**src/sv/fmm_pkg.sv**
```systemverilog
// Package: payload types, codes and datapath structs of the float matrix multiply.
`timescale 1ns / 1ps

package fmm_pkg;

	// Store dimension: rows and columns of each element store.
	localparam int MAX_DIM = 16;

	typedef struct packed {
		logic [1:0]  kind;
		logic [3:0]  row;
		logic [3:0]  col;
		logic [31:0] value;
	} in_item_t;

	typedef struct packed {
		logic [31:0] product;
		logic [3:0]  out_row;
		logic [3:0]  out_col;
		logic        range_error;
	} out_item_t;

	localparam logic [1:0] KIND_WRITE_A = 2'd0;
	localparam logic [1:0] KIND_WRITE_B = 2'd1;
	localparam logic [1:0] KIND_COMPUTE = 2'd2;

	localparam logic [1:0] REG_ROWS_M  = 2'd0;
	localparam logic [1:0] REG_INNER_K = 2'd1;
	localparam logic [1:0] REG_COLS_N  = 2'd2;

	localparam logic [31:0] FP_QNAN    = 32'h7FC0_0000;
	localparam logic [31:0] FP_INF_MAG = 32'h7F80_0000;

	// Request to the shared normalize/round unit: value = mant * 2^expo.
	typedef struct packed {
		logic               special;
		logic [31:0]        special_bits;
		logic               sign;
		logic [47:0]        mant;
		logic signed [10:0] expo;
	} rnd_req_t;

	// Shift plan from the normalize step.
	typedef struct packed {
		logic        special;
		logic [31:0] special_bits;
		logic        sign;
		logic [47:0] mant;
		logic        left;
		logic [5:0]  amt;
		logic [8:0]  base;
	} norm_t;

	typedef enum logic [2:0] {
		ST_IDLE,
		ST_READ,
		ST_MULT,
		ST_NORM,
		ST_PACK,
		ST_ALIGN,
		ST_EMIT
	} state_t;

endpackage

```
**src/sv/fmm_pack.sv**
```systemverilog
// Pack step of the shared rounder: shift, round to nearest even, overflow.
`timescale 1ns / 1ps

module fmm_pack import fmm_pkg::*; (
	input  norm_t       nrm,
	output logic [31:0] res
);

	logic [95:0] t;
	logic [23:0] kept;
	logic        g, st, inc;
	logic [24:0] qr;
	logic [32:0] sum;

	always_comb begin
		t    = {nrm.mant, 48'd0};
		t    = nrm.left ? (t << nrm.amt) : (t >> nrm.amt);
		kept = t[95:72];
		g    = t[71];
		st   = |t[70:0];
		inc  = g & (st | kept[0]);
		qr   = {1'b0, kept} + {24'd0, inc};
		// Hidden bit and rounding carry ripple into the exponent field.
		sum  = {1'b0, nrm.base, 23'd0} + {8'd0, qr};

		if (nrm.special) begin
			res = nrm.special_bits;
		end else if (sum >= {1'b0, FP_INF_MAG}) begin
			res = {nrm.sign, FP_INF_MAG[30:0]};
		end else begin
			res = {nrm.sign, sum[30:0]};
		end
	end

endmodule

```
**config.mk**
```make
export PLATFORM = sky130hd
export DESIGN_NAME = fmm_pack
export DESIGN_NICKNAME = d
export VERILOG_FILES = /design/src/sv/fmm_pkg.sv /design/src/sv/fmm_pack.sv
export SDC_FILE = /design/constraint.sdc
export NUM_CORES = 1
export LEC_CHECK = 0
export CAP_MARGIN = 40
export CORE_ASPECT_RATIO = 0.5
export CORE_MARGIN = 2
export CORE_UTILIZATION = 40
export DETAILED_ROUTE_END_ITERATION = 12
export DONT_BUFFER_PORTS = 1
export GPL_TIMING_DRIVEN = 0
export PLACE_DENSITY_LB_ADDON = 0.25
export SYNTH_ARGS = -nofsm -noshare
export SYNTH_HDL_FRONTEND = slang
export SYNTH_SLANG_ARGS = --single-unit
```
**constraint.sdc**
```tcl
create_clock -name vclk -period 16.1
set_input_delay 1.61 -clock vclk [all_inputs]
set_output_delay 1.61 -clock vclk [all_outputs]
set_load 0.02 [all_outputs]
```
; Word-level counts from Yosys, hierarchy flattened
; Index checks and enable logic that the tools add are counted.
[word_totals]
register_bits = 0
in_bits = 98
out_inout_bits = 32
elab_cells = 11
[classes]
add_sub_neg = 2
n_lt_le_gt_ge = 1
shifts = 2
muxes = 3
bitwise = 2
n_reduce_logical = 1
[ops]
columns = operator, count
row1 = $mux 96, 1
row2 = $shl 96x6->96, 1
row3 = $shr 96x6->96, 1
row4 = $reduce_or 71->1, 1
row5 = $add 32x25->33, 1
row6 = $ge 33x31->1 const B, 1
row7 = $mux 32, 1
row8 = $mux 31, 1
row9 = $add 24x1->25, 1
row10 = $and 1x1->1, 1
row11 = $or 1x1->1, 1

; Longest topological paths before layout
[logic_depth]
word_depth = 10
mapped_depth = 29
mapped_depth_nobuf = 19

; Least setup slack after synthesis
; OpenSTA, ideal clock, no wires.
[synth_path]
path_type = input to output
start = input port nrm[10] in the netlist's numbering
end = output port res[15]
t_arrival_ns = 6.312
t_required_ns = 14.490
path_slack_ns = 8.178
cell_stages = 27
path_buffers = 11
path_cell_list = buf_4 -> buf_6 -> buf_8 -> buf_6 -> buf_4 -> buf_2 -> buf_2 -> buf_2 -> buf_2 -> mux4_2 -> a211oi_1 -> a21oi_1 -> o21ai_0 -> o21ai_0 -> nand2_1 -> o21ai_0 -> ha_1 -> nand2_1 -> a31oi_1 -> nand4_1 -> nor4b_2 -> o2111ai_1 -> a31oi_1 -> buf_4 -> buf_4 -> a22oi_1 -> a21oi_1
[synth_between]
elab_chain_len = 10
elab_cells_between_ends = 11
cone_classes = add/sub: 2 / order compare: 1 / shift: 2 / mux: 3 / bitwise: 2 / reduce/logical: 1
[synth_rtl]
columns = item, line
row1 = "start, declared", fmm_pack.sv:5  ; input norm_t nrm,
row2 = $shr 96x6->96 or $shl 96x6->96 (tied branches), fmm_pack.sv:17  ; t = nrm.left ? (t << nrm.amt) : (t >> nrm.amt);
row3 = $mux 96 (*), fmm_pack.sv:17
row4 = $reduce_or 71->1, fmm_pack.sv:20  ; st = |t[70:0];
row5 = $or 1x1->1, fmm_pack.sv:21  ; inc = g & (st | kept[0]);
row6 = $and 1x1->1, fmm_pack.sv:21
row7 = $add 24x1->25 (*), fmm_pack.sv:22  ; qr = {1'b0, kept} + {24'd0, inc};
row8 = $add 32x25->33 (*), fmm_pack.sv:24  ; sum = {1'b0, nrm.base, 23'd0} + {8'd0, qr};
row9 = $ge 33x31->1, fmm_pack.sv:28  ; end else if (sum >= {1'b0, FP_INF_MAG}) begin
row10 = $mux 31 (*), fmm_pack.sv:28
row11 = $mux 32 (*), fmm_pack.sv:26  ; if (nrm.special) begin
row12 = "end, declared", fmm_pack.sv:6  ; output logic [31:0] res
; Mark *: on every way between the ends. The rest lies on a longest branch, timed or not.

; Final worst setup path
[layout_path]
start = input port nrm[10] in the netlist's numbering
end = output port res[6]
; The elaborated chain is that of the path after synthesis.

==> summary by stage <==
Global route
In the global route stage, overall resource usage came out at 41.4%. Entering global routing, the biggest net connects 11 pins. The via count of the first global-routing pass is 9125. The number of antenna violations at the first check in global routing came to 0. The global-route congestion overflow total is 0. The first global-routing pass estimated 65600 um of wire.

Die
The floorplan step defined a core boundary enclosing 20400 um2. The horizontal die dimension is 207 um. The height of the die is 105 um. The count of boundary I/O pins is 130. The area enclosed by the die boundary is 21800 um2. The initialized floorplan defines 37 standard-cell rows. The effective utilization at floorplan is 40.4%.

Route
After detailed routing, the average wire length per cell comes to 35.1 um. After detailed routing, the number of vias per cell comes to 7.61. The final wirelength is 46500 um. The residual antenna-violating net count after detailed routing is 0. The iteration count of the initial detailed-routing pass is 7. The number of DRC violations after detailed routing is 0. The detailed router finished its first iteration with 1788 violations.

The vias after detailed routing is 10088.

Clocking
The number of gates resized after CTS was 0. The number of buffers inserted for hold repair after clock tree synthesis is 0. The number of setup buffers added after CTS is 0.

Setup path
For this run, the slowest stage of the critical path takes 0.41 ns. The start-to-end type of the worst setup path is in -> out. Counting buffers and inverters, the worst setup path is 26 cells deep. The maximum fanout count along the critical path is 10.

In this design, the critical path's most frequently occurring cell is sky130_fd_sc_hd__buf_2. Broken down by cell family, the worst path's largest delay share belongs to buffers and inverters. The slowest stage of the critical path is the sky130_fd_sc_hd__a21oi_1 cell.

The worst setup path is captured at an output port. The combined buffer and inverter count along the critical path is 10. The required arrival time at the worst endpoint is 14.49 ns. STA classifies the critical path startpoint as an input pin. The data arrival at the endpoint of the critical path is 7.94 ns.

Synthesis
The share of the yosys chip area belonging to registers is 0%. Ranked by total cell area, the synthesized netlist is headed by sky130_fd_sc_hd__mux4_2, sky130_fd_sc_hd__mux2i_1, sky130_fd_sc_hd__mux2_2. The synthesized net count is 1146. The mapped netlist covers 8230 um2. sky130_fd_sc_hd__mux4_2 takes more of the synthesized area than any other cell. The number of synthesis warnings is 0. The netlist uses 87 different library cells.

The number of cells produced by synthesis is 1046. The share of the synthesized area in the top cell type is 19.4%. The average size of a mapped cell is 7.87 um2.

Timing
The count of final setup violators is 0. The routed design could run at a clock period as short as 9.55 ns. The worst path uses 59.3% of the clock period. The worst hold slack after final layout is 3.40 ns.

For the final routed database, the setup TNS stands at 0 ns. The headroom to the max-slew limit is 9.33%. For this run, the top clock speed supported by timing is 0.105 GHz. The final count of hold timing violations was 0. Setup repair after global routing left no endpoint under its margin. At the pin with the least slew margin, the transition time is 1.36 ns. The number of pins with negative max-slew slack in the final report came to 0.

Placed design
The number of placed instances, taps included, is 1323. After detailed placement, the total cell area comes to 8600 um2. The final HPWL from detailed placement is 37100 um. The final weighted congestion in routability-driven placement is 1.07. The count of buffers added on input and output ports is 0.

Finish
From synthesis to final layout, the design area changed by 4.60%. The number of nets in the layout is 1154. The final instance area is 8610 um2. The final-layout clock buffer total is 0. The sequential cells in the finished layout cover a total of 0 um2. The post-route netlist has 21.0% of its cells at a drive strength greater than 1. There are 0 flip-flops and latches. After the flow finishes, the layout carries non-filler instances totaling 1326.

Status
The flow ran to the end, and the final reports show no timing, DRC or antenna violations.

Job
The max-capacitance violation count is 0.

Min path
In this run the worst hold path is classified as in -> out. Counting instances, the worst hold path has a depth of 1.
-- cell families (layout without fill, tap and decap cells) --
kind of cell,after synthesis,after routing,share of synthesized area [%]
buffers and inverters,135,141,9.18
other,0,1,0
AOI/OAI and AO/OA,330,330,29.6
muxes,201,201,36.1
adders and majority gates,2,2,0.304
xor gates and xnor gates,27,27,2.87
and+or+nand+nor,351,351,21.9
-- metrics by stage --
stage	worst slack [ns]	util, %
floorplan	8.18	-
detailed placement	6.70	42.2
finish	6.55	42.3
global route	6.15	42.3
global placement	6.71	42.1
CTS	6.69	42.2
-- placed cells by master (no fill, tap or decap), types with 15 or more instances in the layout --
| cell type | count |
|---|---|
| sky130_fd_sc_hd__nand2_1 | 90 |
| sky130_fd_sc_hd__mux2i_1 | 81 |
| sky130_fd_sc_hd__nor2_1 | 79 |
| sky130_fd_sc_hd__mux4_2 | 71 |
| sky130_fd_sc_hd__clkbuf_1 | 54 |
| sky130_fd_sc_hd__a21oi_1 | 49 |
| sky130_fd_sc_hd__mux2_2 | 48 |
| sky130_fd_sc_hd__a22oi_1 | 45 |
| sky130_fd_sc_hd__nor3_1 | 37 |
| sky130_fd_sc_hd__o21ai_0 | 35 |
| sky130_fd_sc_hd__a211oi_1 | 34 |
| sky130_fd_sc_hd__buf_2 | 31 |
| sky130_fd_sc_hd__o22ai_1 | 31 |
| sky130_fd_sc_hd__nand3_1 | 28 |
| sky130_fd_sc_hd__o211ai_1 | 17 |
| sky130_fd_sc_hd__xnor2_1 | 17 |
| sky130_fd_sc_hd__nand2b_1 | 15 |
-- layer usage --
metal	vias up	part of all wire [%]	global-route usage [%]
met4	0	2.9	9.27
met5	-	0	0
met3	89	15	16.0
met2	846	40	58.5
met1	4948	42	58.9
li1	4205	-	-
-- path summary, 6_finish.rpt --
path / end / from
worst max-delay path: res[6] / nrm[10]
worst min-delay path: res[29] / nrm[94]
-- cells in the mapped netlist (15+ instances only) --
| cell type | instances |
|---|---|
| sky130_fd_sc_hd__a22oi_1 | 45 |
| sky130_fd_sc_hd__mux4_2 | 71 |
| sky130_fd_sc_hd__buf_2 | 28 |
| sky130_fd_sc_hd__a211oi_1 | 34 |
| sky130_fd_sc_hd__mux2i_1 | 81 |
| sky130_fd_sc_hd__nor2_1 | 79 |
| sky130_fd_sc_hd__clkbuf_1 | 54 |
| sky130_fd_sc_hd__nand2_1 | 90 |
| sky130_fd_sc_hd__nand2b_1 | 15 |
| sky130_fd_sc_hd__mux2_2 | 48 |
| sky130_fd_sc_hd__xnor2_1 | 17 |
| sky130_fd_sc_hd__o21ai_0 | 35 |
| sky130_fd_sc_hd__nand3_1 | 28 |
| sky130_fd_sc_hd__nor3_1 | 37 |
| sky130_fd_sc_hd__o211ai_1 | 17 |
| sky130_fd_sc_hd__a21oi_1 | 49 |
| sky130_fd_sc_hd__o22ai_1 | 31 |
-- layout make-up --
class / count / area, um2
inverters: 15 / 56.3
well taps: 273 / 342
multi-input cells: 911 / 7480
diodes: 1 / 2.50
repair buffers: 6 / 35.0
fillers: 2147 / 11800
plain buffers: 120 / 699
