===== src/sv/fmm_pkg.sv =====
// Package: payload types, codes and datapath structs of the float matrix multiply.
`timescale 1ns / 1ps

package fmm_pkg;

	// Store dimension: rows and columns of each element store.
	localparam int MAX_DIM = 16;

	typedef struct packed {
		logic [1:0]  kind;
		logic [3:0]  row;
		logic [3:0]  col;
		logic [31:0] value;
	} in_item_t;

	typedef struct packed {
		logic [31:0] product;
		logic [3:0]  out_row;
		logic [3:0]  out_col;
		logic        range_error;
	} out_item_t;

	localparam logic [1:0] KIND_WRITE_A = 2'd0;
	localparam logic [1:0] KIND_WRITE_B = 2'd1;
	localparam logic [1:0] KIND_COMPUTE = 2'd2;

	localparam logic [1:0] REG_ROWS_M  = 2'd0;
	localparam logic [1:0] REG_INNER_K = 2'd1;
	localparam logic [1:0] REG_COLS_N  = 2'd2;

	localparam logic [31:0] FP_QNAN    = 32'h7FC0_0000;
	localparam logic [31:0] FP_INF_MAG = 32'h7F80_0000;

	// Request to the shared normalize/round unit: value = mant * 2^expo.
	typedef struct packed {
		logic               special;
		logic [31:0]        special_bits;
		logic               sign;
		logic [47:0]        mant;
		logic signed [10:0] expo;
	} rnd_req_t;

	// Shift plan from the normalize step.
	typedef struct packed {
		logic        special;
		logic [31:0] special_bits;
		logic        sign;
		logic [47:0] mant;
		logic        left;
		logic [5:0]  amt;
		logic [8:0]  base;
	} norm_t;

	typedef enum logic [2:0] {
		ST_IDLE,
		ST_READ,
		ST_MULT,
		ST_NORM,
		ST_PACK,
		ST_ALIGN,
		ST_EMIT
	} state_t;

endpackage


===== src/sv/fmm_align.sv =====
// Binary32 add front end: special operands, operand swap, alignment with sticky.
`timescale 1ns / 1ps

module fmm_align import fmm_pkg::*; (
	input  logic [31:0] x,
	input  logic [31:0] y,
	output rnd_req_t    req
);

	logic        x_nan, y_nan, x_inf, y_inf, x_zero, y_zero, swap;
	logic [23:0] mx, my, big_m, sm_m;
	logic [7:0]  ex, ey, big_e, sm_e, d;
	logic        big_s, sm_s;
	logic [26:0] small_w, small_sh;
	logic [27:0] sum;

	always_comb begin
		x_nan  = (x[30:23] == 8'hFF) && (x[22:0] != 23'd0);
		y_nan  = (y[30:23] == 8'hFF) && (y[22:0] != 23'd0);
		x_inf  = (x[30:23] == 8'hFF) && (x[22:0] == 23'd0);
		y_inf  = (y[30:23] == 8'hFF) && (y[22:0] == 23'd0);
		x_zero = (x[30:0] == 31'd0);
		y_zero = (y[30:0] == 31'd0);
		mx     = {x[30:23] != 8'd0, x[22:0]};
		my     = {y[30:23] != 8'd0, y[22:0]};
		ex     = (x[30:23] == 8'd0) ? 8'd1 : x[30:23];
		ey     = (y[30:23] == 8'd0) ? 8'd1 : y[30:23];

		// Larger magnitude goes first.
		swap  = (ex < ey) || ((ex == ey) && (mx < my));
		big_m = swap ? my : mx;
		big_e = swap ? ey : ex;
		big_s = swap ? y[31] : x[31];
		sm_m  = swap ? mx : my;
		sm_e  = swap ? ex : ey;
		sm_s  = swap ? x[31] : y[31];
		d     = big_e - sm_e;

		// Three extra bits: guard, round and a jammed sticky bit.
		small_w = {sm_m, 3'b000};
		if (d >= 8'd27) begin
			small_sh = 27'd1;
		end else begin
			small_sh    = small_w >> d;
			small_sh[0] = small_sh[0] | ((small_w & ((27'd1 << d) - 27'd1)) != 27'd0);
		end

		if (big_s == sm_s) begin
			sum = {1'b0, big_m, 3'b000} + {1'b0, small_sh};
		end else begin
			sum = {1'b0, big_m, 3'b000} - {1'b0, small_sh};
		end

		// Exact cancellation gives +0 under round to nearest.
		req.sign = (sum == 28'd0) ? 1'b0 : big_s;
		req.mant = {20'd0, sum};
		req.expo = $signed({3'b000, big_e}) - 11'sd153;

		req.special      = 1'b1;
		req.special_bits = 32'd0;
		if (x_nan || y_nan || (x_inf && y_inf && (x[31] != y[31]))) begin
			req.special_bits = FP_QNAN;
		end else if (x_inf) begin
			req.special_bits = x;
		end else if (y_inf) begin
			req.special_bits = y;
		end else if (x_zero && y_zero) begin
			req.special_bits = {x[31] & y[31], 31'd0};
		end else if (x_zero) begin
			req.special_bits = y;
		end else if (y_zero) begin
			req.special_bits = x;
		end else begin
			req.special = 1'b0;
		end
	end

endmodule


===== config.mk =====
export PLATFORM = sky130hd
export DESIGN_NAME = fmm_align
export DESIGN_NICKNAME = d
export VERILOG_FILES = /design/src/sv/fmm_pkg.sv /design/src/sv/fmm_align.sv
export SDC_FILE = /design/constraint.sdc
export NUM_CORES = 1
export LEC_CHECK = 0
export BUFFER_PORTS_ARGS = -buffer_cell sky130_fd_sc_hd__buf_2
export CORE_ASPECT_RATIO = 0.9
export CORE_MARGIN = 4
export CORE_UTILIZATION = 45
export DETAILED_ROUTE_END_ITERATION = 8
export MAX_ROUTING_LAYER = met4
export PLACE_DENSITY = 0.76
export SKIP_LAST_GASP = 1
export SLEW_MARGIN = 20
export SYNTH_ARGS = -nofsm -noshare
export SYNTH_HDL_FRONTEND = slang
export SYNTH_SLANG_ARGS = --single-unit
export TNS_END_PERCENT = 1

===== constraint.sdc =====
create_clock -name vclk -period 8.58
set_input_delay 0 -clock vclk [all_inputs]
set_output_delay 0 -clock vclk [all_outputs]
set_load 0.02 [all_outputs]

-- Word level (Yosys, flattened, before mapping)
Cells that the tools add are included.
W data, S select, Z words.
- input port bits: 64
- bits in registers: 0
- output and inout bits: 93
- memories: 0
- bits in writable memories: 0
- bits in latches: 0
- memory bits (read-only): 0
- word-level logic and storage cells: 64
- bitwise logic cells: 3
- div/mod/pow operators: 0
- add/subtract/negate cells: 5
- $lt $le $gt $ge: 3
- reduce and logical (&&, ||, !) cells: 23
- mux-type cells: 23
- shift operators: 2
- equal/unequal tests: 5
- $mul: 0
- operators with widths (operator ; count):
    $mux W32 ; 6
    $logic_not A31 Y1 ; 2
    $mux W24 ; 2
    $logic_not A23 Y1 ; 2
    $reduce_bool A23 Y1 ; 2
    $mux W8 ; 4
    $add A27 B27 Y28 ; 1
    $logic_not A28 Y1 ; 1
    $mux W28 ; 1
    $sub A27 B27 Y28 ; 1
    $and A27 B27 Y27 ; 1
    $mux W27 ; 1
    $reduce_bool A27 Y1 ; 1
    $shl A1 B8 Y27 const A ; 1
    $shr A27 B8 Y27 ; 1
    $sub A27 B1 Y27 const B ; 1
    $lt A24 B24 Y1 ; 1
    $eq A8 B8 Y1 const B ; 2
    $logic_not A8 Y1 ; 2
    $reduce_bool A8 Y1 ; 2
    $mux W1 ; 9
    $sub A8 B8 Y9 const B ; 1
    $eq A8 B8 Y1 ; 1
    $ge A8 B5 Y1 const B ; 1
    8 further kinds ; 17

-- Depth between registers and ports, before layout
Gate-level depths: netlist of the first run.
- depth in word-level cells: 17
- depth in mapped cells: 51
- depth with buffers taken out: 44

-- Least setup slack after synthesis of the first run
No wires, ideal clock.
- kind: input to output
- start: input port x[27]
- end: output port req[59] in the netlist's numbering
- data required time: 8.580 ns
- buffers on the path: 8
- slack: -0.830 ns
- data arrival time: 9.410 ns
- stages: 49
- cells stage by stage: clkbuf_1 nor4_1 nand3b_1 ha_1 nand4_1 nor4_2 o211ai_1 o2111a_2 nor2_2 clkbuf_1 clkbuf_1 clkbuf_1 and3_1 a21oi_1 ha_1 inv_1 a31o_2 and2_1 [... 13 more ...] inv_1 o21ai_0 a211oi_1 o31ai_1 o211ai_1 o311ai_0 o41ai_1 nor4_1 o41ai_1 nand3_1 nand4b_1 nand3_1 xor2_1 nor3b_1 a21o_1 nand4bb_1 nor4_1 nor2_1
- RTL lines (what ; RTL line ; source):
    start: declaration ; fmm_align.sv:5 ; input logic [31:0] x,
    end: declaration ; fmm_align.sv:7 ; output rnd_req_t req

==> impl_results.md, run 1 <==
* Seq/Total Area, Yosys at 0%
* Port Buffers at 137
* Synth top area cells: ha_1, a21oi_1, nor2_1, nand2_1, o21ai_0
* Fin crit share at 96.3%
* Worst hold slack at 372 ps
* Avg Cell Area, Syn at 6.37 µm²
* Placed Cells at between 1500 and 2000
* Area delta synth->final at 19.7%
* Die Area at 0.0201 mm²
* Status: finished clean
* Setup_tns at 0 ps
* Critical path type: input port to primary output
* Sequential cell area at 0 µm²
* Die Span Y at 135 µm
* I/O pin count at between 150 and 200
* GRT met2 Usage at 49.9%
* Crit path time final at 8260 ps
* Residual DRC count at 0
* CORE AREA at ~0.018 mm²
* Total GRT Usage at 34.1%
* Hold Crit Class: input port to primary output
* Drt first-iter violations at 1238
* Synth Warn # at 0
* HP Start: x[31]
* Initial antenna violation count at 0
* Pwr Density at about 130 mW/mm²
* Required @ worst endpoint at ~8600 ps
* Avg WL per Cell at around 21 µm
* Fin. Hold Viols at 0
* Max VDD drop at 0.0537 mV
* MaxCap Viol Count at 0
* Worst setup SP type: input port
* Fillcell total at 1809
* Mux share of post-synthesis cell area at roughly 7.9%
* Synth top area share at about an eighth
* First-pass GRT wire length at roughly 54 mm
* ANT cells at 0
* Distinct cells, synth at 95
* Share of layout cells above drive strength 1 at a little under a quarter
* Synth Area in Adders at 13.2%
* Vias at 10700
* Pleak at 4.47 nW
* Syn Std Cell Area at between 0.008 and 0.009 mm²
* Initial Util at 45.8%
* Max Clk Rate at 121 MHz
* NumNets Final at 1563
* Row cnt at 46
* Commonest non-fill, non-tap cell in the layout: nor2_1
* CLK BUF at 0
* Most frequent cells in the layout: nor2_1, nand2_1, buf_2, a21oi_1, buf_4
* Slew HR at 42.5%
* Main combinational cell family by area after synthesis: compound AO/OA/AOI/OAI gates
* Hold buffer count at cts at 0
* Met1 usage at 49.1%
* Worst Max-Slew Pin Slew at 855 ps
* Final instance area at 0.00965 mm²
* Vias in the first global route at 9411
* Max incr delay on CP at 580 ps
* Synth Instances at 1265
* Met3 Track Usage GR at 5.87%
* Dpl hpwl at slightly below 30 mm
* Max-slew violations at 0
* Crit. Startpoint: x[27]
* Die X at 149 µm
* Synth Area in Simple Gates at 28.9%
* Seq_cells at 0
* Largest net degree at the start of global routing at 77
* Largest area contributor in the netlist: ha_1
* Worst-path maximum fanout at 17
* Total wire length at 35.5 mm
* Complex-gate fraction of the synthesized area at about 36%
* Grt ovf at 0
* Fin cells at ~1700
* Crit path capture type: primary output
* Setup-failing EPs final at 0
* Final GP Congestion at between 1 and 1.5
* Synth Area in XOR/XNOR at 3.26%
* Antenna Nets Post-Route at 0
* Cell area after placement at 0.00940 mm²
* Critical path data arrival time at just over 8000 ps
* Slowest CP cell: or4b_4
* GRT busiest layer: met2
* Via/cell ratio at about 6.5
* Drt first pass iters at 7
-- where the power goes --
group | internal (W) | switching (W) | total, W | leakage [nW]
clock | 0 | 0 | 0 | 0
combinational | 0.000437 | 0.000792 | 0.00123 | 4.47
sequential | 0 | 0 | 0 | 0
total | 0.000437 | 0.000792 | 0.00123 | 4.47
-- timing repair --
item | in CTS | in global routing
pin swaps | 2 | 24
resized for setup | 5 | 36
gates cloned | 0 | 1
setup endpoints to repair | 1 | 1
endpoints found under the hold margin | 0 | 0
setup buffers | 0 | 6
-- final cells by class --
cell class	count	area [µm²]	share of cell area, %
multi-input cells	1093	7550	78.2
repair buffers	233	1480	15.3
inverters	88	330	3.42
well taps	240	300	3.11
-- logic make-up (layout without fill, tap and decap cells) --
kind of cell	count (synthesis)	after routing
buffers and inverters	191	321
adders and majority gates	85	85
and+or+nand+nor	488	488
muxes	49	49
AOI/OAI and AO/OA	421	421
xor gates and xnor gates	30	30
other	1	20
-- metrics by stage --
step                      util (%)  setup slack (ps)  total power, W
final                         54.8               318         0.00123
after global routing          54.8             -77.6         0.00131
after CTS                     53.5              58.0         0.00116
after detailed placement      53.4             -22.0         0.00115
after global placement        53.4               153         0.00116
after floorplan                  -              5.96        0.000799
-- worst max-delay path: cells and delay by family --
family | cells | cell delay, ps
xor gates and xnor gates | 1 | 140
and+or+nand+nor | 16 | 3460
adders and majority gates | 3 | 680
muxes | 1 | 540
AOI/OAI and AO/OA | 14 | 2590
buffers and inverters | 6 | 830
-- layer usage --
| metal | up-vias | routed length (µm) |
|---|---|---|
| li1 | 4923 | - |
| met1 | 4983 | 15400 |
| met2 | 699 | 14900 |
| met3 | 76 | 4190 |
| met4 | 0 | 1000 |
| met5 | - | 0 |
-- synth_stat cells (all sizes together) (24+ instances only) --
master  count
a22oi      26
nor3       41
a21oi     108
nor4       25
nand2     140
buf        36
inv        88
mux2i      34
xnor2      24
ha         82
nand3      39
clkbuf     67
a31oi      26
a21o       26
o21ai      93
nor2      142
-- final timing paths --
kind | cells after the start | endpoint
worst max-delay path | 41 | req[59]
worst min-delay path | 4 | req[91]
Power figures use the tool's default switching activity.
==> inputs of run 2 (changes only) <==
- ABC_AREA: default -> 1
==> impl_results.md, run 2 <==
* Seq_cells at 0
* Drt first pass iters at 6
* Hold Crit Depth at 4
* Synth Area in XOR/XNOR at 2.46%
* Worst Max-Slew Pin Slew at 1070 ps
* Synth Warn # at 0
* Setup-failing EPs final at 0
* Combinational share of power at 100.0%
* Pwr Density at 135 mW/mm²
* Max VDD drop at roughly 0.078 mV
* Dpl hpwl at 28.9 mm
* Antenna Nets Post-Route at 0
* Most frequent cell after synthesis: nand2_1
* Final Util at about half
* Vias at 10800
* Row cnt at 46
* Status: finished clean
* Synth Area in Adders at 12.9%
* Max incr delay on CP at 360 ps
* I/O pin count at ~160
* Worst-path maximum fanout at 19
* Final GP Congestion at 1.03
* Main combinational cell family by area after synthesis: simple AND/OR/NAND/NOR gates
* Synth top area share at between 10% and 20%
* Crit path time final at 7600 ps
* Die X at 149 µm
* First-pass GRT wire length at 52.7 mm
* Worst setup SP type: input port
* Residual DRC count at 0
* ANT cells at 0
* Slew HR at 28.2%
* Critical path type: input port to primary output
* Hold Crit Class: input port to primary output
* Clock power frac at 0%
* Pleak at 5.15 nW
* Avg Cell Area, Syn at 5.09 µm²
* CORE AREA at 0.0176 mm²
* Sw Pwr at ~0.00085 W
* CP dominant cell by count: nand2_1
* NumNets Final at around 1800
* Fin crit share at 88.6%
* Total GRT Usage at 33.5%
* Fin. Hold Viols at 0
* MaxCap Viol Count at 0
* CLK BUF at 0
* Switching share of power at 70.5%
* Seq/Total Area, Yosys at 0%
* Cell area after placement at 0.00886 mm²
* Largest net degree at the start of global routing at between 70 and 80
* Mux share of post-synthesis cell area at 0.124%
* HP Start: x[31]
* Fillcell total at 2083
* Share of layout cells above drive strength 1 at ~14%
* Total wire length at 34.4 mm
* Int Power at about 0.00036 W
* Synth Area in Simple Gates at 47.8%
* Initial Util at between 40% and 50%
* Avg WL per Cell at 17.8 µm
* Die Area at 0.0202 mm²
* WHS Endpoint: req[91]
* Port Buffers at 137
* Sequential power share at 0%
* Commonest non-fill, non-tap cell in the layout: nand2_1
* Slowest CP cell: ha_4
* Setup_tns at 0 ps
* Required @ worst endpoint at between 8000 and 9000 ps
* Die Span Y at between 100 and 150 µm
* Via/cell ratio at 5.62
* Grt ovf at 0
* Vias in the first global route at 9684
* Syn Std Cell Area at 0.00808 mm²
* Sequential cell area at 0 µm²
* Synth Instances at 1587
* Largest area contributor in the netlist: nand2_1
* Area delta synth->final at 10.9%
* Distinct cells, synth at 61
* Drt first-iter violations at ~1300
* Unrepaired setup endpoints after global routing: false
* Max-slew violations at 0
* Critical path data arrival time at 7600 ps
* Crit path capture type: primary output
* Initial antenna violation count at 0
* Max Clk Rate at 132 MHz
* Synth top area cells: nand2_1, ha_1, inv_1, nand3_1, nor2_1
* Complex-gate fraction of the synthesized area at 18.8%
* Final instance area at approximately 0.009 mm²
* Most frequent cells in the layout: nand2_1, inv_1, nor2_1, nand3_1, buf_2
* Top cells by count, synth: nand2_1, inv_1, nor2_1
run 2: cell types whose count changed in the layout (fill, tap and decap cells not counted), sizes merged, moves of 24 or more:
| cell | change |
|---|---|
| mux2i | -33 |
| nor2 | +45 |
| a21o | -25 |
| buf | -71 |
| a22oi | -24 |
| nand3 | +130 |
| inv | +185 |
| nand2 | +282 |
| nand4 | +26 |
| a21oi | -27 |
run 2: routing by layer:
layer | global-route usage [%] | up-vias | share of wire (%)
li1 | - | 5359 | -
met1 | 49.4 | 4902 | 46
met2 | 49.8 | 527 | 42
met3 | 3.86 | 61 | 9.6
met4 | 5.64 | 0 | 2.3
met5 | - | - | 0
run 2: cell families after synthesis:
| family | after synthesis |
|---|---|
| buffers and inverters | 352 |
| AOI/OAI and AO/OA | 264 |
| and+or+nand+nor | 865 |
| muxes | 1 |
| xor gates and xnor gates | 21 |
| other | 1 |
| adders and majority gates | 83 |
run 2: power by group through the flow:
stage / Sequential [W] / Clock (W) / Combinational (W)
after global routing: 0 / 0 / 0.00133
final: 0 / 0 / 0.00121
after floorplan: 0 / 0 / 0.000843
after CTS: 0 / 0 / 0.00116
after global placement: 0 / 0 / 0.00116
after detailed placement: 0 / 0 / 0.00116
run 2: worst max-delay path by stage:
stage          cells after the start  slack (ps)      end  start
2_1_floorplan                     59        2080  req[59]  x[29]
3_3_place_gp                      64         620  req[59]  x[29]
3_5_place_dp                      64         660  req[59]  x[29]
4_1_cts                           64         600  req[59]  x[29]
5_1_grt                           65           2  req[59]  x[29]
6_report                          66         980  req[59]  x[29]
run 2: critical path, delay by kind of cell:
family | cells | cell delay (ps)
compound gates | 15 | 2140
fa+ha+maj | 3 | 900
buf+inv | 10 | 1150
simple gates | 38 | 3410
run 2: what timing repair did:
item | 4_1_cts | 5_1_grt
endpoints found under the setup margin | 0 | 4
hold endpoints to repair | 0 | 0
setup buffers | 0 | 6
hold buffers | 0 | 0
gates resized for setup | 0 | 14
run 2: metrics by stage:
step | setup WS [ps] | total power, W | instances | hold slack (ps)
after floorplan | 2080 | 0.000843 | 1606 | 184
after global placement | 623 | 0.00116 | 1923 | 400
after detailed placement | 664 | 0.00116 | 1923 | 405
after CTS | 602 | 0.00116 | 1923 | 408
after global routing | 2.07 | 0.00133 | 1929 | 442
final | 978 | 0.00121 | 1929 | 414
run 2: cell type report:
type / instances / area (µm²) / area share (%)
Tap cell: 240 / 300 / 3.35
Timing Repair Buffer: 161 / 870 / 9.71
Inverter: 274 / 1030 / 11.5
Multi-Input combinational cell: 1254 / 6760 / 75.4
