[src/sv/fmm_pkg.sv]
// Package: payload types, codes and datapath structs of the float matrix multiply.
`timescale 1ns / 1ps

package fmm_pkg;

	// Store dimension: rows and columns of each element store.
	localparam int MAX_DIM = 16;

	typedef struct packed {
		logic [1:0]  kind;
		logic [3:0]  row;
		logic [3:0]  col;
		logic [31:0] value;
	} in_item_t;

	typedef struct packed {
		logic [31:0] product;
		logic [3:0]  out_row;
		logic [3:0]  out_col;
		logic        range_error;
	} out_item_t;

	localparam logic [1:0] KIND_WRITE_A = 2'd0;
	localparam logic [1:0] KIND_WRITE_B = 2'd1;
	localparam logic [1:0] KIND_COMPUTE = 2'd2;

	localparam logic [1:0] REG_ROWS_M  = 2'd0;
	localparam logic [1:0] REG_INNER_K = 2'd1;
	localparam logic [1:0] REG_COLS_N  = 2'd2;

	localparam logic [31:0] FP_QNAN    = 32'h7FC0_0000;
	localparam logic [31:0] FP_INF_MAG = 32'h7F80_0000;

	// Request to the shared normalize/round unit: value = mant * 2^expo.
	typedef struct packed {
		logic               special;
		logic [31:0]        special_bits;
		logic               sign;
		logic [47:0]        mant;
		logic signed [10:0] expo;
	} rnd_req_t;

	// Shift plan from the normalize step.
	typedef struct packed {
		logic        special;
		logic [31:0] special_bits;
		logic        sign;
		logic [47:0] mant;
		logic        left;
		logic [5:0]  amt;
		logic [8:0]  base;
	} norm_t;

	typedef enum logic [2:0] {
		ST_IDLE,
		ST_READ,
		ST_MULT,
		ST_NORM,
		ST_PACK,
		ST_ALIGN,
		ST_EMIT
	} state_t;

endpackage

[src/sv/fmm_mul.sv]
// Binary32 multiply front end: special operands and exact significand product.
`timescale 1ns / 1ps

module fmm_mul import fmm_pkg::*; (
	input  logic [31:0] a,
	input  logic [31:0] b,
	output rnd_req_t    req
);

	logic        a_nan, b_nan, a_inf, b_inf, a_zero, b_zero, sgn;
	logic [23:0] ma, mb;
	logic [8:0]  ea, eb;

	always_comb begin
		a_nan  = (a[30:23] == 8'hFF) && (a[22:0] != 23'd0);
		b_nan  = (b[30:23] == 8'hFF) && (b[22:0] != 23'd0);
		a_inf  = (a[30:23] == 8'hFF) && (a[22:0] == 23'd0);
		b_inf  = (b[30:23] == 8'hFF) && (b[22:0] == 23'd0);
		a_zero = (a[30:0] == 31'd0);
		b_zero = (b[30:0] == 31'd0);
		sgn    = a[31] ^ b[31];
		ma     = {a[30:23] != 8'd0, a[22:0]};
		mb     = {b[30:23] != 8'd0, b[22:0]};
		ea     = (a[30:23] == 8'd0) ? 9'd1 : {1'b0, a[30:23]};
		eb     = (b[30:23] == 8'd0) ? 9'd1 : {1'b0, b[30:23]};

		req.sign = sgn;
		req.mant = ma * mb;
		req.expo = $signed({2'b00, ea}) + $signed({2'b00, eb}) - 11'sd300;

		req.special      = 1'b1;
		req.special_bits = 32'd0;
		if (a_nan || b_nan || (a_inf && b_zero) || (a_zero && b_inf)) begin
			req.special_bits = FP_QNAN;
		end else if (a_inf || b_inf) begin
			req.special_bits = {sgn, FP_INF_MAG[30:0]};
		end else if (a_zero || b_zero) begin
			req.special_bits = {sgn, 31'd0};
		end else begin
			req.special = 1'b0;
		end
	end

endmodule

[config.mk]
export PLATFORM = sky130hd
export DESIGN_NAME = fmm_mul
export DESIGN_NICKNAME = d
export VERILOG_FILES = /design/src/sv/fmm_pkg.sv /design/src/sv/fmm_mul.sv
export SDC_FILE = /design/constraint.sdc
export NUM_CORES = 1
export LEC_CHECK = 0
export BUFFER_PORTS_ARGS = -buffer_cell sky130_fd_sc_hd__buf_2
export CORE_ASPECT_RATIO = 1.1
export CORE_MARGIN = 5
export CORE_UTILIZATION = 65
export DETAILED_ROUTE_END_ITERATION = 8
export PLACE_DENSITY_LB_ADDON = 0.3
export SYNTH_ARGS = -nofsm -noshare
export SYNTH_HDL_FRONTEND = slang
export SYNTH_SLANG_ARGS = --single-unit
[constraint.sdc]
create_clock -name vclk -period 19.8
set_input_delay 3.96 -clock vclk [all_inputs]
set_output_delay 3.96 -clock vclk [all_outputs]
set_load 0.005 [all_outputs]
# After elaboration in Yosys (flattened, before gate mapping)
# Index checks and enable logic that the tools add are counted.
[totals]
register_bits = 0
elab_cells = 35
[classes]
addsub = 2
mul = 1
eq_ne = 2
muxes = 8
bitwise_logic = 1
n_reduce_logical = 21
[ops]
columns = ["cell", "n"]
rows = [
  ["$mux 32", 3],
  ["$logic_not 31->1", 2],
  ["$mul 24x24->48", 1],
  ["$logic_not 23->1", 2],
  ["$reduce_bool 23->1", 2],
  ["$eq 8x8->1 const B", 2],
  ["$logic_not 8->1", 2],
  ["$mux 8", 2],
  ["$reduce_bool 8->1", 2],
  ["$sub 9x9->10 const B", 1],
  ["$add 8x8->9", 1],
  ["$logic_and 1x1->1", 6],
  ["$logic_or 1x1->1", 5],
  ["$mux 1", 3],
  ["$xor 1x1->1", 1],
]

# Logic depth before layout (Yosys ltp)
# Gate-level depths: netlist of the first run.
[logic_depth]
ltp_word = 6
depth_mapped = 27
depth_no_buf = 25

# Worst setup path after synthesis of the first run
# Ideal clock, no wire load.
[synth_timing]
kind = "input port to output port"
startpoint = "in a[23]"
endpoint = "out req[57] (netlist bit)"
arrival_ns = 10.227
required_time_ns = 15.840
setup_slack_ns = 5.613
cell_stages = 25
n_path_buf = 1
path_cell_list = "nor4_1 > nand2_1 > clkbuf_1 > and2_1 > fa_1 > fa_1 > fa_1 > inv_1 > fa_1 > inv_1 > fa_1 > inv_1 > fa_1 > inv_1 > fa_1 > ha_1 > nand4_1 > inv_1 > a211oi_2 > nand4_1 > a21oi_1 > nand2_1 > a221o_1 > a21oi_1 > xnor2_1"
[synth_lines]
columns = ["element", "line_no", "source"]
rows = [
  ["from (decl)", "fmm_mul.sv:5", "input logic [31:0] a,"],
  ["to (decl)", "fmm_mul.sv:7", "output rnd_req_t req"],
]

==> flow_summary.json, run 1 <==
{
  "postCtsHoldBufs": 0,
  "drive_above_1_share_pct": 7.00,
  "clkbuf_count": 0,
  "synth_area_mm2": 0.0197,
  "die_area_mm2": 0.0338,
  "synth.avg_cell_area_um2": 8.68,
  "yosysWarnings": 0,
  "rows": 66,
  "worst_pin_slew_ns": 0.702,
  "worst_path_max_delay_cell": "fa_1",
  "fin_crit_ns": 15.51,
  "flops_and_latches": 0,
  "io_pins": 157,
  "endpoint_kind": "primary output",
  "max_freq_mhz": 64.5,
  "viasPerCell": 5.84,
  "path_max_fanout": 27,
  "path_class": "in2out",
  "start_kind": "input port",
  "hpwlAfterDp_um": 41500,
  "antenna_found_initial": 2,
  "synthCells": 2265,
  "setup_tns_ns": 0,
  "finalWirelength_um": 52500,
  "holdPathStages": 3,
  "cp_num_cells": 26,
  "fp.dieW_um": 176,
  "grt_pass1_vias": 17100,
  "relSlewSlack_pct": 53.2,
  "postCtsSetupRepairBufs": 0,
  "antenna_left": 0,
  "min_from": "a[31]",
  "finalSetupViolCount": 0,
  "cp_top_family": "adder cells",
  "synth_area_leaders": "fa_1, ha_1, inv_1",
  "cp_slowest_stage_delay_ns": 0.54,
  "worstPathArrival_ns": 11.55,
  "yosysSeqAreaShare_pct": 0,
  "maxCapViolCount": 0,
  "hold_end": "req[59]",
  "crit_top_cell": "fa_1",
  "synthToLayoutAreaGrowth_pct": 2.77,
  "drc": 0,
  "start_util_pct": 66.1,
  "first_pass_iters": 5,
  "grt_max_degree": 28,
  "synth.distinct_cells": 58,
  "die_h_um": 192,
  "worst-path-buf-inv": 7,
  "rsz0062_at_grt": "no",
  "drv_slew": 0,
  "wl_per_cell_um": 19.8,
  "place_area_mm2": 0.0202,
  "grt_usage_pct": 31.8,
  "first_iter_violations": 995,
  "status": "completed",
  "grt_first_pass_wirelength_um": 85300,
  "min_path_type": "in2out",
  "holdWs_ns": 8.19,
  "place_congestion": 0.896,
  "cts_resized": 0,
  "place_ws_ns": 4.46,
  "overflow": 0,
  "finish.net_count": 3010,
  "yosysTopAreaCellShare_pct": 49.2,
  "cp.required_ns": 15.84,
  "synth_top_area_cell": "fa_1",
  "seqCellArea_um2": 0,
  "core-area_mm2": 0.0297,
  "setup_slack_ns": 4.29,
  "portBuffers": 135,
  "route.vias.total": 15500,
  "period_share_pct": 78.4,
  "hold_viol_final": 0,
  "final_area_mm2": 0.0202
}
==> synth_stat cells, types with 2 or more instances <==
master	n
and2_1	236
a31oi_1	6
a21boi_2	3
ha_1	189
inv_1	531
nor3_1	6
a211oi_1	2
nor4_1	16
o211ai_1	3
buf_4	32
nor2_1	27
nand3_1	10
o21bai_1	8
o21a_1	2
a21oi_2	3
or3_1	3
a21boi_0	3
xnor2_1	32
o21ai_0	22
a31o_2	2
clkbuf_1	114
nand2b_1	4
nand2_1	374
a21oi_1	48
and4_1	2
nand4_1	19
nor2b_1	7
buf_2	4
xor2_1	21
a21o_1	26
fa_1	483
==> layout make-up <==
type                            instances  area (um^2)
Tap cell                              374          468
Fill cell                            2381         9530
Antenna cell                            1         2.50
Inverter                              531         1990
Timing Repair Buffer                  138          698
Multi-Input combinational cell       1603        17000
==> cell usage in the layout, fill, tap and decap left out, types with 2 or more instances in the layout <==
cell type,netlist,layout
o21ai_0,22,22
or3_1,3,3
a21oi_2,3,3
nand2_1,374,374
o21bai_1,8,8
buf_4,32,3
a21boi_2,3,3
nor2_1,27,27
nand3_1,10,10
a21boi_0,3,3
a31oi_1,6,6
a31o_2,2,2
a21o_1,26,26
o21a_1,2,2
buf_2,4,135
nor4_1,16,16
a21oi_1,48,48
xnor2_1,32,32
inv_1,531,531
nor3_1,6,6
and2_1,236,236
xor2_1,21,21
o211ai_1,3,3
ha_1,189,189
conb_1,1,22
nor2b_1,7,7
fa_1,483,483
nand2b_1,4,4
a211oi_1,2,2
and4_1,2,2
nand4_1,19,19
==> through the flow <==
| step | utilization [%] | std cells |
|---|---|---|
| floorplan | - | 2286 |
| global placement | 67.9 | 2646 |
| detailed placement | 67.9 | 2646 |
| CTS | 67.9 | 2646 |
| global route | 67.9 | 2647 |
| finish | 67.9 | 2647 |
==> layer usage <==
metal	share of wire (%)	vias to the layer above	GRT usage, %
li1	-	6602	-
met1	34	7712	36.9
met2	51	859	56.4
met3	8.0	279	4.70
met4	7.4	0	18.3
met5	0	-	0
==> tightest hold or removal path: cells and delay by family <==
family	cells	cell delay [ns]
buffers and inverters	2	0.20
XOR/XNOR	1	0.06
==> how the worst max path moves through the flow <==
stage                     endpoint   from
after detailed placement   req[57]  a[29]
final                      req[57]  a[29]
after global routing       req[57]  a[29]
after CTS                  req[57]  a[29]
after floorplan            req[57]  a[23]
after global placement     req[57]  a[29]
==> cell families (layout without fill, tap and decap cells) <==
logic type	count (synthesis)	after routing	share of synthesized area [%]
AND/OR/NAND/NOR	709	709	17.4
buffers and inverters	683	669	13.7
adder cells (fa/ha/maj)	672	672	61.2
AO/OA/AOI/OAI	147	147	5.25
XOR/XNOR	53	53	2.36
other	1	23	0.0191
Power of run 1 is not shown: default switching activity piles up to over one toggle a cycle in this logic, so the estimate is an artifact.
==> inputs of run 2 (changes only) <==
clock period = 14.6 ns   (was 19.8 ns; I/O delays follow)
==> run 2 against run 1 <==
Sequential cell count is the same. Wire length down 0.49%. Critical path depth is 2 lower. First-iteration DRC count up 6.7%. Global-route usage decreased by 0.098 points. Count of clock-buffer cells in the layout unchanged. Die area unchanged.
==> flow_summary.json, run 2 (synthesized netlist as in run 1, its figures left out) <==
{
  "period_share_pct": 91.3,
  "worstPathArrival_ns": 10.41,
  "portBuffers": 135,
  "max_freq_mhz": 75.0,
  "die_h_um": 192,
  "holdWs_ns": 6.11,
  "hold_viol_final": 0,
  "most-common-layout-cells": "inv_1, fa_1, nand2_1",
  "antenna_found_initial": 0,
  "rsz0062_at_grt": "no",
  "synthToLayoutAreaGrowth_pct": 2.73,
  "fillCellCount": 2391,
  "mostFrequentLayoutCell": "inv_1",
  "grt_first_pass_wirelength_um": 85200,
  "viasPerCell": 5.83,
  "postCtsSetupRepairBufs": 0,
  "grt_usage_pct": 31.7,
  "grt_max_degree": 27,
  "grt_pass1_vias": 17100,
  "drive_above_1_share_pct": 6.96,
  "multiInputGateArea_mm2": 0.0170,
  "holdPathStages": 3,
  "route.vias.total": 15400,
  "core-area_mm2": 0.0297,
  "drc": 0,
  "path_max_fanout": 26,
  "hpwlAfterDp_um": 40700,
  "min_path_type": "in2out",
  "die_area_mm2": 0.0338,
  "seqCellArea_um2": 0,
  "start_util_pct": 66.1,
  "io_pins": 157,
  "wl_per_cell_um": 19.8,
  "first_iter_violations": 1062,
  "clkbuf_count": 0,
  "worst_pin_slew_ns": 0.755,
  "finalNonFillerCells": 2646,
  "finalSetupViolCount": 0,
  "setup_tns_ns": 0,
  "hold_end": "req[59]",
  "fp.dieW_um": 176,
  "maxCapViolCount": 0,
  "place_congestion": 0.915,
  "path_class": "in2out",
  "relSlewSlack_pct": 49.6,
  "drv_slew": 0,
  "start_kind": "input port",
  "fin_crit_ns": 13.33,
  "min_from": "a[31]",
  "flops_and_latches": 0,
  "endpoint_kind": "primary output",
  "rows": 66,
  "status": "completed",
  "overflow": 0,
  "dpl.cell_count": 2645,
  "postCtsHoldBufs": 0,
  "antenna_left": 0,
  "first_pass_iters": 5,
  "finalWirelength_um": 52300,
  "cp.required_ns": 11.68,
  "cts_resized": 0,
  "finish.net_count": 3009
}
## run 2: cell count changes in the layout (fill, tap and decap cells not counted), sizes merged
cell	delta
buf	-1
## run 2: worst max path at each step
stage | startpoint | endpoint | slack [ns] | cells past startpoint
floorplan | a[23] | req[57] | 2.49 | 25
CTS | a[29] | req[57] | 1.25 | 25
global placement | a[29] | req[57] | 1.50 | 26
detailed placement | a[29] | req[57] | 1.27 | 25
finish | a[29] | req[57] | 1.27 | 24
global route | a[29] | req[57] | 0.84 | 25
## run 2: final cells by class
class / instances / share of cell area [%]
tap: 374 / 2.32
antenna: 1 / 0.0124
inverter: 531 / 9.87
multi-input combinational: 1603 / 84.4
timing repair buffer: 137 / 3.42
## run 2: metrics by stage
stage / cell area (um^2) / setup slack [ns] / util (%)
2_1_floorplan: 19700 / 2.49 / -
3_3_place_gp: 20200 / 1.50 / 67.9
3_5_place_dp: 20200 / 1.27 / 67.9
4_1_cts: 20200 / 1.25 / 67.9
5_1_grt: 20200 / 0.841 / 67.9
6_report: 20200 / 1.27 / 67.9
## run 2: metal layers
metal,wire length (um),track usage [%],vias up
li1,-,-,6599
met1,18000,37.7,7798
met2,27100,56.9,796
met3,3790,3.08,246
met4,3450,17.1,0
met5,0,0,-
## run 2: worst max-delay path: stages
cell and delay, ns:
buf_2 0.11, nor4_1 0.36, nand2_1 0.25, buf_4 0.30, and2_1 0.21, ha_1 0.33
fa_1 0.52, fa_1 0.56, inv_1 0.06, fa_1 0.48, fa_1 0.46, fa_1 0.50
fa_1 0.51, inv_1 0.04, ha_1 0.35, a21o_1 0.22, a31oi_1 0.36, nand4_1 0.33
a21oi_1 0.54, nand2_1 0.19, a221o_1 0.35, a21oi_1 0.17, xnor2_1 0.13, buf_2 0.13
==> inputs of run 3 (changes only) <==
RECOVER_POWER = 100   (was unset)
==> run 3 against run 2 <==
Global-route usage unchanged. Count of clock-buffer cells in the layout is the same. Non-clock buffer count did not move. Design area decreased by 0.54%. Sequential share of layout area stayed put. Cell count unchanged. Largest cell class unchanged. Via count is 0.26% higher. Highest routed layer unchanged. Fmax fell by 1.6%.
==> flow_summary.json, run 3 (synthesized netlist as in run 1, its figures left out) <==
{
  "rows": 66,
  "first_iter_violations": 1117,
  "setup_tns_ns": 0,
  "endpoint_kind": "primary output",
  "place_congestion": 0.915,
  "die_h_um": 192,
  "cp.required_ns": 11.68,
  "drive_above_1_share_pct": 4.40,
  "finalSetupViolCount": 0,
  "drc": 0,
  "hold_viol_final": 0,
  "seqCellArea_um2": 0,
  "flops_and_latches": 0,
  "period_share_pct": 92.8,
  "fin_crit_ns": 13.54,
  "rsz0062_at_grt": "no",
  "status": "completed",
  "cts_resized": 0,
  "start_kind": "input port",
  "grt_max_degree": 27,
  "min_path_type": "in2out",
  "max_freq_mhz": 73.8,
  "io_pins": 157,
  "most-common-layout-cells": "inv_1, fa_1, nand2_1",
  "route.vias.total": 15500,
  "synthToLayoutAreaGrowth_pct": 2.18,
  "grt_usage_pct": 31.7,
  "mostFrequentLayoutCell": "inv_1",
  "maxCapViolCount": 0,
  "core-area_mm2": 0.0297,
  "grt_pass1_vias": 17100,
  "hpwlAfterDp_um": 40700,
  "portBuffers": 135,
  "finalWirelength_um": 52300,
  "overflow": 0,
  "fp.dieW_um": 176,
  "worst_pin_slew_ns": 1.47,
  "path_max_fanout": 25,
  "worstPathArrival_ns": 10.62,
  "antenna_found_initial": 0,
  "path_class": "in2out",
  "relSlewSlack_pct": 2.23,
  "clkbuf_count": 0,
  "antenna_left": 0,
  "first_pass_iters": 5,
  "drv_slew": 0,
  "postCtsSetupRepairBufs": 0,
  "finish.net_count": 3009,
  "wl_per_cell_um": 19.7,
  "start_util_pct": 66.1,
  "viasPerCell": 5.85,
  "grt_first_pass_wirelength_um": 85200,
  "die_area_mm2": 0.0338,
  "postCtsHoldBufs": 0
}
run 3: cell count changes in the layout (fill, tap and decap cells not counted), sizes merged:
cell,delta
buf,-56
clkbuf,+56
run 3: worst paths after layout:
check	slack, ns	to	cells past startpoint	startpoint
hold / removal	6.10	req[59]	3	a[31]
setup / recovery	1.06	req[58]	23	a[0]
run 3: metal layers:
layer / vias up / share of wire (%) / wire length (um) / GRT usage (%)
met1: 7802 / 34 / 17800 / 37.7
li1: 6598 / - / - / -
met3: 260 / 7.7 / 4030 / 3.08
met2: 819 / 51 / 26900 / 56.9
met4: 0 / 6.8 / 3560 / 17.1
met5: - / 0 / 0 / 0
run 3: stage by stage:
| stage | area (um^2) | instances | worst slack, ns | hold WS, ns | utilization, % |
|---|---|---|---|---|---|
| 2_1_floorplan | 19700 | 2286 | 2.49 | 5.96 | - |
| 3_3_place_gp | 20200 | 2645 | 1.50 | 6.11 | 67.9 |
| 3_5_place_dp | 20200 | 2645 | 1.27 | 6.11 | 67.9 |
| 4_1_cts | 20200 | 2645 | 1.25 | 6.11 | 67.9 |
| 5_1_grt | 20100 | 2645 | 0.822 | 6.11 | 67.5 |
| 6_report | 20100 | 2646 | 1.06 | 6.10 | 67.5 |
run 3: area by class of cell:
class | instances | area (um^2)
Fill cell | 2436 | 9650
Multi-Input combinational cell | 1603 | 17000
Tap cell | 374 | 468
Timing Repair Buffer | 137 | 624
Antenna cell | 1 | 2.50
Inverter | 531 | 1990
run 3: critical path, cell delays in order:
cell and delay, ns:
clkbuf_1 1.04, and2_0 0.25, ha_1 0.15, inv_1 0.05, fa_1 0.47, inv_1 0.05
fa_1 0.48, ha_1 0.14, inv_1 0.05, fa_1 0.48, inv_1 0.06, fa_1 0.55
fa_1 0.49, ha_1 0.44, nand2_1 0.07, o21ai_0 0.24, a211oi_1 0.13, o21a_4 0.16
o41ai_1 0.98, a21oi_1 0.48, o41ai_1 0.63, xnor2_1 0.17, buf_2 0.13
